<file path="src/sv/bjo_pkg.sv">
// shared constants and types for the batch job scheduler
package bjo_pkg;

  localparam int MAX_JOBS_DEF   = 16;
  localparam int BURST_BITS_DEF = 16;
  localparam int RESULT_CAP     = 16;

  // ordering modes
  localparam logic [1:0] MODE_ARRIVAL  = 2'd0;
  localparam logic [1:0] MODE_BURST    = 2'd1;
  localparam logic [1:0] MODE_PRIORITY = 2'd2;

  typedef struct packed {
    logic [15:0] burst_time;
    logic [7:0]  job_priority;
    logic        last_job;
  } in_item_t;

  typedef struct packed {
    logic [3:0]  job_index;
    logic [15:0] served_burst;
    logic [7:0]  served_priority;
    logic [19:0] wait_time;
    logic [19:0] turnaround;
    logic [23:0] total_wait;
    logic [23:0] total_turnaround;
    logic        overflow;
    logic        last_result;
  } out_item_t;

  // control broadcast to every cell of the ordering chain
  typedef struct packed {
    logic       insert;
    logic       shift;
    logic [1:0] mode;
  } chain_ctl_t;

endpackage

</file>
<file path="src/sv/bjo_stream_if.sv">
// valid/ready stream channel carrying one item per transaction
interface bjo_stream_if #(
  parameter type item_t = logic
) ();
  logic  valid;
  logic  ready;
  item_t data;

  modport source (output valid, output data, input ready);
  modport sink   (input valid, input data, output ready);
endinterface

</file>
<file path="src/sv/bjo_emit.sv">
// walks the ordered chain, accumulates wait and turnaround, drives the result stream
module bjo_emit
  import bjo_pkg::*;
#(
  parameter int SB = 16,
  parameter int AW = 4,
  parameter int PW = 5,
  parameter int EW = 1 + SB + 8 + AW
) (
  input  logic                 clk,
  input  logic                 rst,
  input  logic                 en,
  input  logic [EW-1:0]        head,
  input  logic                 batch_overflow,
  output logic                 shift,
  output logic                 done,
  bjo_stream_if.source         sched
);

  typedef struct packed {
    logic          vld;
    logic [SB-1:0] burst;
    logic [7:0]    prio;
    logic [AW-1:0] idx;
  } entry_t;

  entry_t    hd;
  logic [PW-1:0] pos;
  logic [19:0]   run_wait;
  logic [23:0]   wait_sum;
  logic [23:0]   ta_sum;
  logic [19:0]   w_cur;
  logic [19:0]   t_cur;
  logic          in_cap;
  logic          out_free;
  logic          take;
  out_item_t     pend;
  logic          pend_vld;
  out_item_t     pend_last;
  out_item_t     res;
  logic          res_vld;

  assign hd       = entry_t'(head);
  assign in_cap   = 32'(pos) < RESULT_CAP;
  assign out_free = !res_vld || sched.ready;
  assign w_cur    = run_wait;
  assign t_cur    = run_wait + 20'(hd.burst);

  // jobs beyond the result cap only feed the totals
  assign take  = en && hd.vld && (!in_cap || !pend_vld || out_free);
  assign done  = en && !hd.vld && pend_vld && out_free;
  assign shift = take;

  // running sums and position in service order
  always_ff @(posedge clk) begin
    if (rst || done) begin
      pos      <= '0;
      run_wait <= '0;
      wait_sum <= '0;
      ta_sum   <= '0;
    end else if (take) begin
      pos      <= pos + PW'(1);
      run_wait <= t_cur;
      wait_sum <= wait_sum + 24'(w_cur);
      ta_sum   <= ta_sum + 24'(t_cur);
    end
  end

  // pending result waits until it is known whether it closes the schedule
  always_ff @(posedge clk) begin
    if (rst) begin
      pend_vld <= 1'b0;
    end else if (done) begin
      pend_vld <= 1'b0;
    end else if (take && in_cap) begin
      pend_vld <= 1'b1;
    end
  end

  always_ff @(posedge clk) begin
    if (take && in_cap) begin
      pend.job_index        <= 4'(hd.idx);
      pend.served_burst     <= 16'(hd.burst);
      pend.served_priority  <= hd.prio;
      pend.wait_time        <= w_cur;
      pend.turnaround       <= t_cur;
      pend.total_wait       <= '0;
      pend.total_turnaround <= '0;
      pend.overflow         <= batch_overflow;
      pend.last_result      <= 1'b0;
    end
  end

  // closing result carries the batch totals
  always_comb begin
    pend_last                  = pend;
    pend_last.total_wait       = wait_sum;
    pend_last.total_turnaround = ta_sum;
    pend_last.last_result      = 1'b1;
  end

  // output register
  always_ff @(posedge clk) begin
    if (rst) begin
      res_vld <= 1'b0;
    end else if (done || (take && in_cap && pend_vld)) begin
      res_vld <= 1'b1;
    end else if (sched.ready) begin
      res_vld <= 1'b0;
    end
  end

  always_ff @(posedge clk) begin
    if (done) begin
      res <= pend_last;
    end else if (take && in_cap && pend_vld) begin
      res <= pend;
    end
  end

  assign sched.valid = res_vld;
  assign sched.data  = res;

endmodule
</file>
<file path="src/flat_wrapper.sv">
// flat-port wrapper written by rule: the top's interface ports become plain ports
module bjo_emit_flat import bjo_pkg::*;
#(
  parameter int SB = 16,
  parameter int AW = 4,
  parameter int PW = 5,
  parameter int EW = 1 + SB + 8 + AW
)
  (clk, rst, en, head, batch_overflow, shift, done, sched_valid, sched_data, sched_ready);
  bjo_stream_if sched_i ();
  input  logic clk;
  input  logic rst;
  input  logic en;
  input  logic [EW-1:0] head;
  input  logic batch_overflow;
  output logic shift;
  output logic done;
  output wire logic [$bits(sched_i.valid)-1:0] sched_valid;
  output wire logic [$bits(sched_i.data)-1:0] sched_data;
  input wire logic [$bits(sched_i.ready)-1:0] sched_ready;
  assign sched_valid = sched_i.valid;
  assign sched_data = sched_i.data;
  assign sched_i.ready = sched_ready;
  bjo_emit #(.SB(SB), .AW(AW), .PW(PW), .EW(EW)) u_core (.clk(clk), .rst(rst), .en(en), .head(head), .batch_overflow(batch_overflow), .shift(shift), .done(done), .sched(sched_i));
endmodule
</file>
<file path="config.mk">
export PLATFORM = sky130hd
export DESIGN_NAME = bjo_emit_flat
export DESIGN_NICKNAME = d
export VERILOG_FILES = /design/src/sv/bjo_pkg.sv /design/src/sv/bjo_stream_if.sv /design/src/sv/bjo_emit.sv /design/src/flat_wrapper.sv
export SDC_FILE = /design/constraint.sdc
export NUM_CORES = 1
export LEC_CHECK = 0
export BUFFER_PORTS_ARGS = -buffer_cell sky130_fd_sc_hd__buf_2
export CORE_AREA = 4 4 41 43
export CTS_CLUSTER_SIZE = 40
export DETAILED_ROUTE_END_ITERATION = 10
export DIE_AREA = 0 0 45 47
export PLACE_DENSITY = 0.65
export SLEW_MARGIN = 20
export SYNTH_ARGS = -nofsm -noshare
export SYNTH_HDL_FRONTEND = slang
export SYNTH_SLANG_ARGS = --single-unit
</file>
<file path="constraint.sdc">
create_clock -name clk -period 1.6 [get_ports clk]
set_input_delay 0.24 -clock clk [delete_from_list [all_inputs] [get_ports clk]]
set_output_delay 0.24 -clock clk [all_outputs]
set_load 0.05 [all_outputs]
</file>
==> impl_metrics.toml <==
[place]
placement.io_buffers = 8
detailedPlacementHpwl_um = 584
dp_slack_ps = 212
placedCellCount = 66
gp_congestion = 0.748

[power_and_ir_drop]
p_leak_nw = 0.191
finalPower_mw = 0.456
netSwitchingFraction_pct = 29.2
clkPwrFrac_pct = 34.4
worst_ir_drop_vdd_mv = 0.530
power.switching_mw = 0.133
power.combinational.fraction_pct = 17.8
cell_internal_pwr_mw = 0.323
power-per-cell-area_nw_per_um2 = 935
power_frac_seq_pct = 47.8

[finish]
layout-area-overhead-vs-synth_pct = 33.1
final_common_cell = "sky130_fd_sc_hd__dfxtp_1"
nNetsFinal = 92
diodes = 0
final_layout_size_suffix_gt1_share_pct = 36.4
fillCellCount = 146
mostFrequentLayoutCells = "sky130_fd_sc_hd__dfxtp_1, sky130_fd_sc_hd__buf_2, sky130_fd_sc_hd__a21oi_1"
fin_cells = 70

[sta]
tightest_slew_ps = 722
timing.clock.skew_ps = 11.2
fin_crit_sh_pct = 94.9
timing.final.setup_violations = 0
hold_viol = 0
period_needed_ps = 1520
max_slew_margin_pct = 51.5
max_freq_mhz = 658
setup_ws_ps = 81.3
tns_ps = 0
report.final.slew_viol_count = 0

[critical_path]
critical_path_class = "reg -> out"
worst-endpoint-arrival_ps = 1280
cp_data_required_time_ps = 1360
crit_end_element = "output port"
reg2reg_slack_ps = 180
cp-start-kind = "register"
worst-path-max-fanout = 6

[routing]
drt_drc_violations_left = 0
detail-route-antenna-nets = 0
firstDrtPassIters = 3
vias_per_cell = 5.00
route.detailed.wl_per_inst_um = 11.5
num_vias = 350
postRouteWirelength_um = 804
detailedRoute.firstIterationViolations = 2

[flow_run]
maxCapViolCount = 0

[clock_network]
ctsLongestPathBuffers = 2
cts_inserted_buffers = 3
clock_transition_time_at_the_flip_flop_clock_pins_of_the_worst_setup_and_hold_paths_ps = 50
master_cell_of_the_clock_root_buffer = "sky130_fd_sc_hd__clkbuf_4"
cts_sinks = 8
cts_tree = "done"
htree_levels = 1
worst_skew_pair.late_latency_ps = 260

[logic_synthesis]
netlist_instances = 42
synth.net_count = 77
synth.distinct_cells = 20
synth_seq_cells = 8
syn-cell-area_um2 = 367
synth_sequential_area_ratio_pct = 43.7
yosysWarningCount = 0
avgSynthCellArea_um2 = 8.73

[global_route]
grt_start_max_net_pins = 11
first_global_vias = 341
grt_overflow = 0
grt_antenna_before_repair = 0
global_route_wire_length_before_repair_mm = 1.37
global_route.usage.total_pct = 9.44

[status]
outcome = "complete, no violations"

[die]
die-height_um = 47
core.rowCount = 13
chipWidth_um = 45
design.portCount = 38
die_area_um2 = 2120
fp.coreArea_um2 = 1300
initial_utilization_pct = 28.2

[min_path]
timing.hold.worst.class = "in -> reg"
[power by group through the flow]
stage	combinational (mW)	clock (mW)	sequential, mW
2_1_floorplan	0.0340	0	0.246
3_3_place_gp	0.0795	0	0.221
3_5_place_dp	0.0800	0	0.222
4_1_cts	0.0801	0.161	0.217
5_1_grt	0.0893	0.176	0.219
6_report	0.0812	0.157	0.218
[cell usage after synthesis]
cell	n	area share [%]
sky130_fd_sc_hd__a21oi_1	6	8.2
sky130_fd_sc_hd__buf_2	1	1.4
sky130_fd_sc_hd__dfxtp_1	8	44
sky130_fd_sc_hd__ha_1	1	3.4
sky130_fd_sc_hd__inv_1	1	1.0
sky130_fd_sc_hd__nand2_1	2	2.0
sky130_fd_sc_hd__nand2b_1	1	1.7
sky130_fd_sc_hd__nand3_1	3	4.1
sky130_fd_sc_hd__nor2_1	2	2.0
sky130_fd_sc_hd__nor2b_1	1	1.7
sky130_fd_sc_hd__nor3_1	1	1.4
sky130_fd_sc_hd__nor4bb_1	1	2.7
sky130_fd_sc_hd__o21a_1	1	2.0
sky130_fd_sc_hd__o21ai_0	4	5.5
sky130_fd_sc_hd__o21ba_2	1	2.7
sky130_fd_sc_hd__o31ai_1	3	6.1
sky130_fd_sc_hd__or3_1	1	1.7
sky130_fd_sc_hd__or3_2	1	2.0
sky130_fd_sc_hd__or3b_2	1	2.4
sky130_fd_sc_hd__or4_1	2	4.1
[sequential cells by signal, summed over array words and instances, names as in the netlist]
name,count
u_core.pos,5
u_core.pend_vld,1
u_core.sched.data,1
u_core.sched.valid,1
[through the flow]
step / utilization [%] / hold slack [ps] / area, um^2
after detailed placement: 34.5 / 458 / 449
after global placement: 34.5 / 445 / 449
final: 37.5 / 247 / 488
after floorplan: - / 403 / 380
after global routing: 37.5 / 261 / 488
after CTS: 36.3 / 240 / 472
[logic make-up after synthesis]
group	synth area share [%]
AOI/OAI and AO/OA	24.6
adders and majority gates	3.41
buffers and inverters	2.39
DFF	43.7
and+or+nand+nor	25.9
[final cells by class]
cell class,instances,area [um^2],share of cell area [%]
repair buffers,11,65.1,13.3
flip-flops and latches,8,160,32.8
clock buffers,3,22.5,4.62
multi-input cells,32,218,44.6
well taps,15,18.8,3.85
inverters,1,3.75,0.769
[repair_timing]
| item | 4_1_cts | 5_1_grt |
|---|---|---|
| gates resized for setup | 0 | 3 |
| hold buffers | 0 | 0 |
| endpoints found under the setup margin | 0 | 1 |
| setup buffers | 0 | 1 |
[worst max-delay path: stages (launching register included)]
cell                       delay (ps)
sky130_fd_sc_hd__dfxtp_1          340
sky130_fd_sc_hd__nor4bb_2         280
sky130_fd_sc_hd__buf_4            180
sky130_fd_sc_hd__nor2_2            30
sky130_fd_sc_hd__buf_4            190
[path summary, 6_finish.rpt]
path,from,endpoint,cells past startpoint
worst min-delay path,rst,u_core.sched.valid,3
worst max register to register,u_core.sched.valid,u_core.pos[1],5
worst min register to register,u_core.sched.data,u_core.sched.data,2
worst max-delay path,u_core.sched.valid,shift,4
[metal layers]
layer  part of all wire (%)  track usage [%]  vias up
met4                      0             3.51        0
met1                     44             10.1      160
met5                      0                0        -
met2                     51             14.4        4
met3                    5.2             6.90        0
li1                       -                -      186
No activity file was read; power rests on OpenSTA's default activity.
