## config.mk

```make
export PLATFORM = sky130hd
export DESIGN_NAME = bjo_cell
export DESIGN_NICKNAME = d
export VERILOG_FILES = /design/src/sv/bjo_pkg.sv /design/src/sv/bjo_cell.sv
export SDC_FILE = /design/constraint.sdc
export NUM_CORES = 1
export LEC_CHECK = 0
export BUFFER_PORTS_ARGS = -buffer_cell sky130_fd_sc_hd__buf_4
export CORE_MARGIN = 2
export CORE_UTILIZATION = 47
export DETAILED_ROUTE_END_ITERATION = 8
export PLACE_DENSITY_LB_ADDON = 0.2
export SYNTH_ARGS = -nofsm -noshare
export SYNTH_HDL_FRONTEND = slang
export SYNTH_SLANG_ARGS = --single-unit
export TNS_END_PERCENT = 50
```

## constraint.sdc

```tcl
create_clock -name clk -period 3 [get_ports clk]
set_input_delay 0.3 -clock clk [delete_from_list [all_inputs] [get_ports clk]]
set_output_delay 0.3 -clock clk [all_outputs]
set_load 0.01 [all_outputs]
```

## src/sv/bjo_pkg.sv

```systemverilog
// shared constants and types for the batch job scheduler
package bjo_pkg;

  localparam int MAX_JOBS_DEF   = 16;
  localparam int BURST_BITS_DEF = 16;
  localparam int RESULT_CAP     = 16;

  // ordering modes
  localparam logic [1:0] MODE_ARRIVAL  = 2'd0;
  localparam logic [1:0] MODE_BURST    = 2'd1;
  localparam logic [1:0] MODE_PRIORITY = 2'd2;

  typedef struct packed {
    logic [15:0] burst_time;
    logic [7:0]  job_priority;
    logic        last_job;
  } in_item_t;

  typedef struct packed {
    logic [3:0]  job_index;
    logic [15:0] served_burst;
    logic [7:0]  served_priority;
    logic [19:0] wait_time;
    logic [19:0] turnaround;
    logic [23:0] total_wait;
    logic [23:0] total_turnaround;
    logic        overflow;
    logic        last_result;
  } out_item_t;

  // control broadcast to every cell of the ordering chain
  typedef struct packed {
    logic       insert;
    logic       shift;
    logic [1:0] mode;
  } chain_ctl_t;

endpackage

```

## src/sv/bjo_cell.sv

```systemverilog
// one cell of the ordering chain: holds a job, inserts in key order, shifts toward the head
module bjo_cell
  import bjo_pkg::*;
#(
  parameter int SB = 16,
  parameter int AW = 4,
  parameter int EW = 1 + SB + 8 + AW
) (
  input  logic          clk,
  input  logic          rst,
  input  chain_ctl_t    ctl,
  input  logic [EW-1:0] new_entry,
  input  logic [EW-1:0] prev_entry,
  input  logic          prev_go,
  input  logic [EW-1:0] next_entry,
  output logic          go,
  output logic [EW-1:0] entry
);

  localparam int KW = (SB > 8) ? SB : 8;

  typedef struct packed {
    logic          vld;
    logic [SB-1:0] burst;
    logic [7:0]    prio;
    logic [AW-1:0] idx;
  } entry_t;

  entry_t cur;
  entry_t nw;
  logic [KW-1:0] key_new;
  logic [KW-1:0] key_cur;

  assign cur = entry_t'(entry);
  assign nw  = entry_t'(new_entry);

  // sort key for the selected mode, zero for arrival order
  always_comb begin
    case (ctl.mode)
      MODE_BURST: begin
        key_new = KW'(nw.burst);
        key_cur = KW'(cur.burst);
      end
      MODE_PRIORITY: begin
        key_new = KW'(nw.prio);
        key_cur = KW'(cur.prio);
      end
      default: begin
        key_new = '0;
        key_cur = '0;
      end
    endcase
  end

  // the new job lands ahead of this cell: equal keys keep the earlier arrival first
  assign go = !cur.vld || (key_new < key_cur);

  always_ff @(posedge clk) begin
    if (rst) begin
      entry <= '0;
    end else if (ctl.insert) begin
      if (prev_go) begin
        entry <= prev_entry;
      end else if (go) begin
        entry <= new_entry;
      end
    end else if (ctl.shift) begin
      entry <= next_entry;
    end
  end

endmodule

```

==> results.md, run 1 <==
- VDD sags by at most 0.245 mV.
- The maximum number of pins on one net before global-route repair is 61.
- Across the run, the number of max-cap violations was 0.
- The floorplan step set the die height to about 77 µm.
- The clock root buffer is clkbuf_8.
- The count of yosys warnings during synthesis is 0.
- The worst max-slew margin expressed relative to the limit is between 60% and 70%.
- The global-route wire length before repair is 11.1 mm.
- In this run the remaining antenna-violating nets after routing total 0.
- Setup violations remaining at the end of the flow were counted as 0.
- Clock-pin slew was measured on the worst setup and hold paths at approximately 0.060 ns.
- At the end of the flow, the number of nets in the layout was between 500 and 600.
- The final max-slew violation count is 0.
- 0 antenna diodes ended up in the layout.
- The synthesized instance count is just under 300.
- The register containing the most flip-flops in the final layout is entry.
- The row count is 26.
- The final layout contains routed wiring with a total length of between 6 and 7 mm.
- Detailed placement finished with a half-perimeter wire length of 5.03 mm.
- The worst setup path is captured at a primary output.
- The combined global-route utilization of all metal layers is 22.4%.
- The power consumption is between 1 and 1.5 mW.
- The worst setup slack for register-to-register paths is 0.45 ns.
- The kind of critical path is reg -> out.
- The H-tree depth reported by CTS is 2.
- For the worst setup path, the data required time is around 2.7 ns.
- between 100 and 150 I/O pins were placed.
- For this run, global-route usage on met3 was measured as 4.82%.
- Setup repair after global routing left no endpoint under its margin.
- After the first detailed-routing iteration, the DRC count stood at 73.
- Dividing the detail-routed wire length by the instance count gives 14.0 µm.
- The number of port buffers is about 120.
- Global routing finished with a remaining overflow of 0.
- The total count of hold-check failures in the final report is 0.
- The post-route netlist has 38.2% of its cells at a drive strength greater than 1.
- The number of inserted filler cells in the final layout is 456.
- For this design the ratio of total power to cell area is 338 nW/µm².
- The netlist area before placement is 2520 µm².
- The flow ran to the end, and the final reports show no timing, DRC or antenna violations.
- Using the TritonRoute via totals, the vias-per-cell ratio works out to 5.36.
- Once routing completed, OpenROAD measured the worst setup slack at 0.175 ns.
- Clock tree synthesis found a total of 29 sinks.
- The fraction of met1 tracks used by global routing is 27.2%.
- The number of nets produced by synthesis is 401.
- From synthesis to final layout, the design area changed by 44.2%.
- Summed over all cells, the static leakage comes to 1.75 nW.
- With fillers left out, the area of the finished cells amounts to 3630 µm².
- The shortest clock period the worst path allows after layout is 2.82 ns.
- In this run the horizontal extent of the chip is 77.2 µm.
- Static timing analysis puts the maximum clock frequency at 354 MHz.
- The TritonCTS clock tree is done.
- Buffers inserted during clock tree synthesis total 5.
- The via count of the first global-routing pass came to between 2000 and 2500.
- The clock reaches the later pin of the worst-skew pair after 0.27 ns.
- In this run the worst hold path is classified as in -> reg.
- The die area is approximately 6000 µm².
- The worst setup path is launched from a register.
- The global routing met2 resource utilization is 40.3%.
- The first detailed-routing pass ran for 4 iterations.
- For this run, design rule violations remaining after detail routing come to 0.
- In this run the worst path has a maximum fanout of 3.
- After synthesis, the share of flip-flops with an asynchronous set or reset is 0%.
- At the placement stage, the worst setup path has a slack of 0.00549 ns.
- In this run the cell area measured after placement is 3520 µm².
- The register with the most flip-flops in the layout has 29 of them.
- Sequential cells were found to cover 23.0% of the synthesized design area.
- Each instance of the synthesized netlist takes up on average 8.69 µm².
- Among all flip-flop cells after synthesis, the most frequent one is dfxtp_1.
- The actual transition at the worst max-transition pin is 0.594 ns.
- The initial core utilization is a little under 50%.
- The largest registers in the layout are entry (29).
- The synthesized design contains 29 register bits.
- The final critical-path share of the clock period is 94.2%.
- The initial antenna violation count was 0.
- In this run, synthesis inferred 0 flip-flops with an integrated enable.
- The busiest metal layer after global routing is met2.
- The routed via count is ~2600.
- The clock arrives with 0.00320 ns of skew.
- The congestion estimate from routability-driven global placement came to roughly 0.76.
- The arrival time at the worst endpoint is 2.52 ns.
- Counting along the longest clock path gives a buffer depth of 2.
- The core region is ~5100 µm².
- The count of unique library cells instantiated by Yosys is 34.
- The post-CTS setup repair buffer count is 0.
- For the final routed database, the setup TNS stands at 0 ns.
## cell families (layout without fill, tap and decap cells)
logic type      count (synthesis)  after routing  share of synthesized area [%]
simple gates                   96             96                           19.3
flops                          29             29                           23.0
mux                            58             58                           23.1
buf+inv                        28            146                           5.76
compound gates                 62             62                           20.4
fa+ha+maj                      17             17                           8.44
## metrics by stage
step	hold slack [ns]	util (%)	instances
final	0.404	70.7	478
after global routing	0.401	70.7	478
after CTS	0.402	70.2	478
after detailed placement	0.472	68.5	470
after global placement	0.462	68.5	470
after floorplan	0.496	-	290
## synthesized netlist by cell type, drive strengths merged (2+ instances only)
library cell	number	area, µm²
or2	8	50.1
o211ai	2	20.0
a211o	29	254
nor2	36	135
nand4	4	25.0
nand2b	28	175
nand2	9	33.8
dfxtp	29	581
a21oi	4	20.0
clkbuf	19	71.3
nand3	2	10.0
mux2i	57	571
a22oi	15	113
ha	17	213
buf	6	62.6
and2	8	50.1
inv	3	11.3
## path summary, 6_finish.rpt
check	start	end	depth (start not counted)
setup reg to reg	entry[10]	entry[6]	10
hold / removal	next_entry[9]	entry[9]	4
setup / recovery	entry[10]	go	9
hold reg to reg	entry[1]	entry[1]	2
## per-layer routing
metal | part of all wire (%) | wire [µm] | vias up
met5 | 0 | 0 | -
met2 | 50 | 3330 | 82
met1 | 44 | 2950 | 1187
met4 | 0.40 | 27 | 0
met3 | 6.0 | 400 | 2
li1 | - | - | 1292
## cell type report
class,count,area (µm²),area share [%]
Multi-Input combinational cell,233,1830,50.4
Clock buffer,8,80.1,2.20
Timing Repair Buffer,135,1040,28.7
Sequential cell,29,582,16.0
Inverter,3,11.3,0.310
Tap cell,70,87.6,2.41
## power breakdown
| group | leakage, nW | internal, mW | switching, mW | total, mW |
|---|---|---|---|---|
| logic | 1.46 | 0.267 | 0.198 | 0.465 |
| clock network | 0.0395 | 0.164 | 0.143 | 0.308 |
| registers | 0.242 | 0.425 | 0.0319 | 0.456 |
## critical path: stages, from the launching register on
cell       delay (ns)
dfxtp_1          0.40
a22oi_1          0.10
or2_2            0.28
ha_1             0.30
a21o_1           0.20
a21oi_2          0.16
o2111a_2         0.22
a2111oi_0        0.06
o41ai_1          0.35
buf_4            0.18
## cells in the final DEF (no fill, tap or decap), types with 4 or more instances in the layout
cell type	count
nand4_1	4
mux2i_1	57
nand2_1	9
dfxtp_1	28
nand2b_1	28
buf_4	132
a211o_1	29
a22oi_1	15
clkbuf_8	5
and2_1	8
nor2_1	36
or2_2	8
ha_1	15
## repair_timing
| item | in CTS | in global routing |
|---|---|---|
| hold buffers | 0 | 0 |
| setup endpoints to repair | 1 | 1 |
| pin swaps | 0 | 3 |
| resized for setup | 2 | 5 |
(Power assumes the default switching activity.)
==> run 2, diff against run 1 <==
Settings changed: RECOVER_POWER set to 100.
==> run 2 against run 1 <==
Compared with the run above: sequential power is essentially flat; design area shrank 4.1%; first-iteration DRC count fell by 16%; critical path type is now in -> reg; utilization decreased by 2.9 points; clock power about the same.
==> results.md, run 2 (synthesis gave the netlist of run 1 again) <==
- The number of clock buffers inserted by TritonCTS is 5.
- For this run, the detailed router's first-pass iteration total came to 4.
- The share of post-route cells with drive strength above 1 is 30.9%.
- The detail-routed via count per cell is between 5 and 6.
- The total count of hold-check failures in the final report is 0.
- The worst path uses between 90% and 100% of the clock period.
- In this run the post-CTS setup repair buffer count came out at 0.
- In the post-route analysis, the smallest setup slack over all paths is ~0.17 ns.
- The initial antenna violation count came to 0.
- The actual transition at the worst max-transition pin is just under 0.6 ns.
- For the final routed database, the setup TNS stands at 0 ns.
- The core region is roughly 5100 µm².
- The wire-length estimate of the detail-placed layout is 5.03 mm.
- Setup repair after global routing left no endpoint under its margin.
- At the worst endpoint, the arrival time is around 3.0 ns.
- The routed wire length is 6.69 mm.
- The via count of the first global-routing pass is ~2500.
- Setup slack on the worst reg-to-reg path comes out at 0.20 ns.
- STA puts the critical path data required time at 3.20 ns.
- Summed over all nets, wire length on met3 after detailed routing comes to 371 µm.
- Across the whole layout, storage elements account for around 580 µm².
- Once detail routing completed, the nets flagged for antenna violations numbered 0.
- The remaining design rule violation count is 0.
- The die is 77.2 µm wide.
- The post-layout utilization of the core is 67.8%.
- The power consumption is 1.19 mW.
- The H-tree depth reported by CTS is 2.
- The end point of the critical path is entry[6].
- The worst setup path is launched from an input pin.
- The longest clock path from root to sink contains 2 buffers.
- The areal power density over the cells is approximately 340 nW/µm².
- The area of the multi-input gates is 1820 µm².
- The top cell types in the final layout, fill and taps aside, are 103 x buf_4, 57 x mux2i_1, 36 x nor2_1.
- The worst supply voltage drop on vdd is approximately 0.24 mV.
- The count of endpoints failing setup in the final report is 0.
- The final layout contains roughly 520 nets.
- The die covers 5960 µm².
- With fillers left out, the area of the finished cells amounts to 3480 µm².
- Clock tree synthesis found a total of 29 sinks.
- Clock skew on the completed layout was measured at 0.00628 ns.
- The endpoint of the lowest-slack register-to-register path is entry[6].
- The maximum number of pins on one net before global-route repair is 61.
- The logic depth of the worst register-to-register path is 10.
- The placed cell area is roughly 3500 µm².
- The topmost layer with routed signal wires is met4.
- The maximum net fanout on the critical path is 17.
- The die is 77.2 µm tall.
- The kind of critical path is in -> reg.
- The leakage power total is 1.62 nW.
- The worst hold path cell count is 4.
- Fill cells in the final layout number 481.
- The number of port buffers is 123.
- The routed length per placed instance is 14.0 µm.
- The worst max-slew margin expressed relative to the limit is between 60% and 70%.
- In the detailed route, the total length drawn on met2 is 3.30 mm.
- The initial utilization of the core area, before any placement, comes to 49.0%.
- The run finished with clean final reports.
- The startpoint of the worst-slack reg-to-reg timing path is entry[10].
- The register containing the most flip-flops in the final layout is entry.
- The shortest clock period the worst path allows after layout is 2.83 ns.
- In this run the core area contains 26 standard-cell rows.
- The final max-slew violation count is 0.
- Clock-pin slew was measured on the worst setup and hold paths at 0.06 ns.
- The post-placement worst setup slack is 0.00549 ns.
- Across the run, the number of max-cap violations was 0.
- The maximum clock rate is ~350 MHz.
- The congestion estimate from routability-driven global placement came to 0.760.
- The routed metal-1 wire length is 2.98 mm.
- After global routing the overflow that remains totals 0.
- The number of ports placed on the die boundary is approximately 120.
- After the first detailed-routing iteration, the DRC count stood at 61.
- The most frequent standard cell in the layout excluding fill and tap cells is buf_4.
- The register with the most flip-flops in the layout has 29 of them.
- The first global-routing pass estimated 11.1 mm of wire.
- The critical path starts at ctl[0].
- The type of destination of the critical path is a register.
- The later pin in the worst-skew pair is clocked with a latency of 0.28 ns.
- The number of diodes added for antenna fixing is 0.
- In the global route stage, overall resource usage came out at 22.4%.
- The signed area change from the synthesized netlist to the final layout is 38.3%.
- In this run the worst hold path is classified as in -> reg.
- The clock root buffer is clkbuf_8.
- TritonCTS built the clock tree.
- The largest registers in the layout are entry (29).
- For this block, the via count after detailed routing is 2533.
run 2: how the worst min path moves through the flow:
stage	slack [ns]	from	to
after floorplan	0.50	entry[2]	entry[2]
after global placement	0.46	entry[1]	entry[1]
after detailed placement	0.47	entry[1]	entry[1]
after CTS	0.40	next_entry[21]	entry[21]
after global routing	0.40	next_entry[14]	entry[14]
final	0.40	next_entry[9]	entry[9]
run 2: worst max-delay path, cell delays in order:
cell,delay [ns]
buf_4,0.13
inv_1,0.09
ha_4,0.23
buf_4,0.14
or2_2,0.29
ha_1,0.33
o2111ai_1,0.15
a2111o_1,0.45
o211ai_1,0.20
buf_2,0.48
mux2i_1,0.24
run 2: timing repair:
action,4_1_cts,5_1_grt
hold buffers,0,0
endpoints found under the hold margin,0,0
pin swaps,0,3
setup endpoints to repair,1,1
resized for setup,2,5
run 2: report_power, final:
group / total [mW] / leakage, nW / internal, mW / switching, mW
sequential: 0.455 / 0.241 / 0.424 / 0.0313
combinational: 0.426 / 1.34 / 0.231 / 0.195
clock: 0.309 / 0.0395 / 0.165 / 0.145
run 2: area by class of cell:
cell class,instances,area share (%)
inverter,3,0.323
multi-input combinational,233,52.2
tap,70,2.51
timing repair buffer,135,26.0
clock buffer,8,2.30
sequential,29,16.7
run 2: stage by stage:
step,instances,hold slack (ns)
after floorplan,290,0.496
after global placement,470,0.462
after detailed placement,470,0.472
after CTS,478,0.402
after global routing,478,0.401
final,478,0.404
run 2: metal layers:
metal  global-route usage (%)  up-vias
met4                     4.82        0
met5                        0        -
met3                     4.82        2
li1                         -     1293
met2                     40.3       77
met1                     27.2     1161
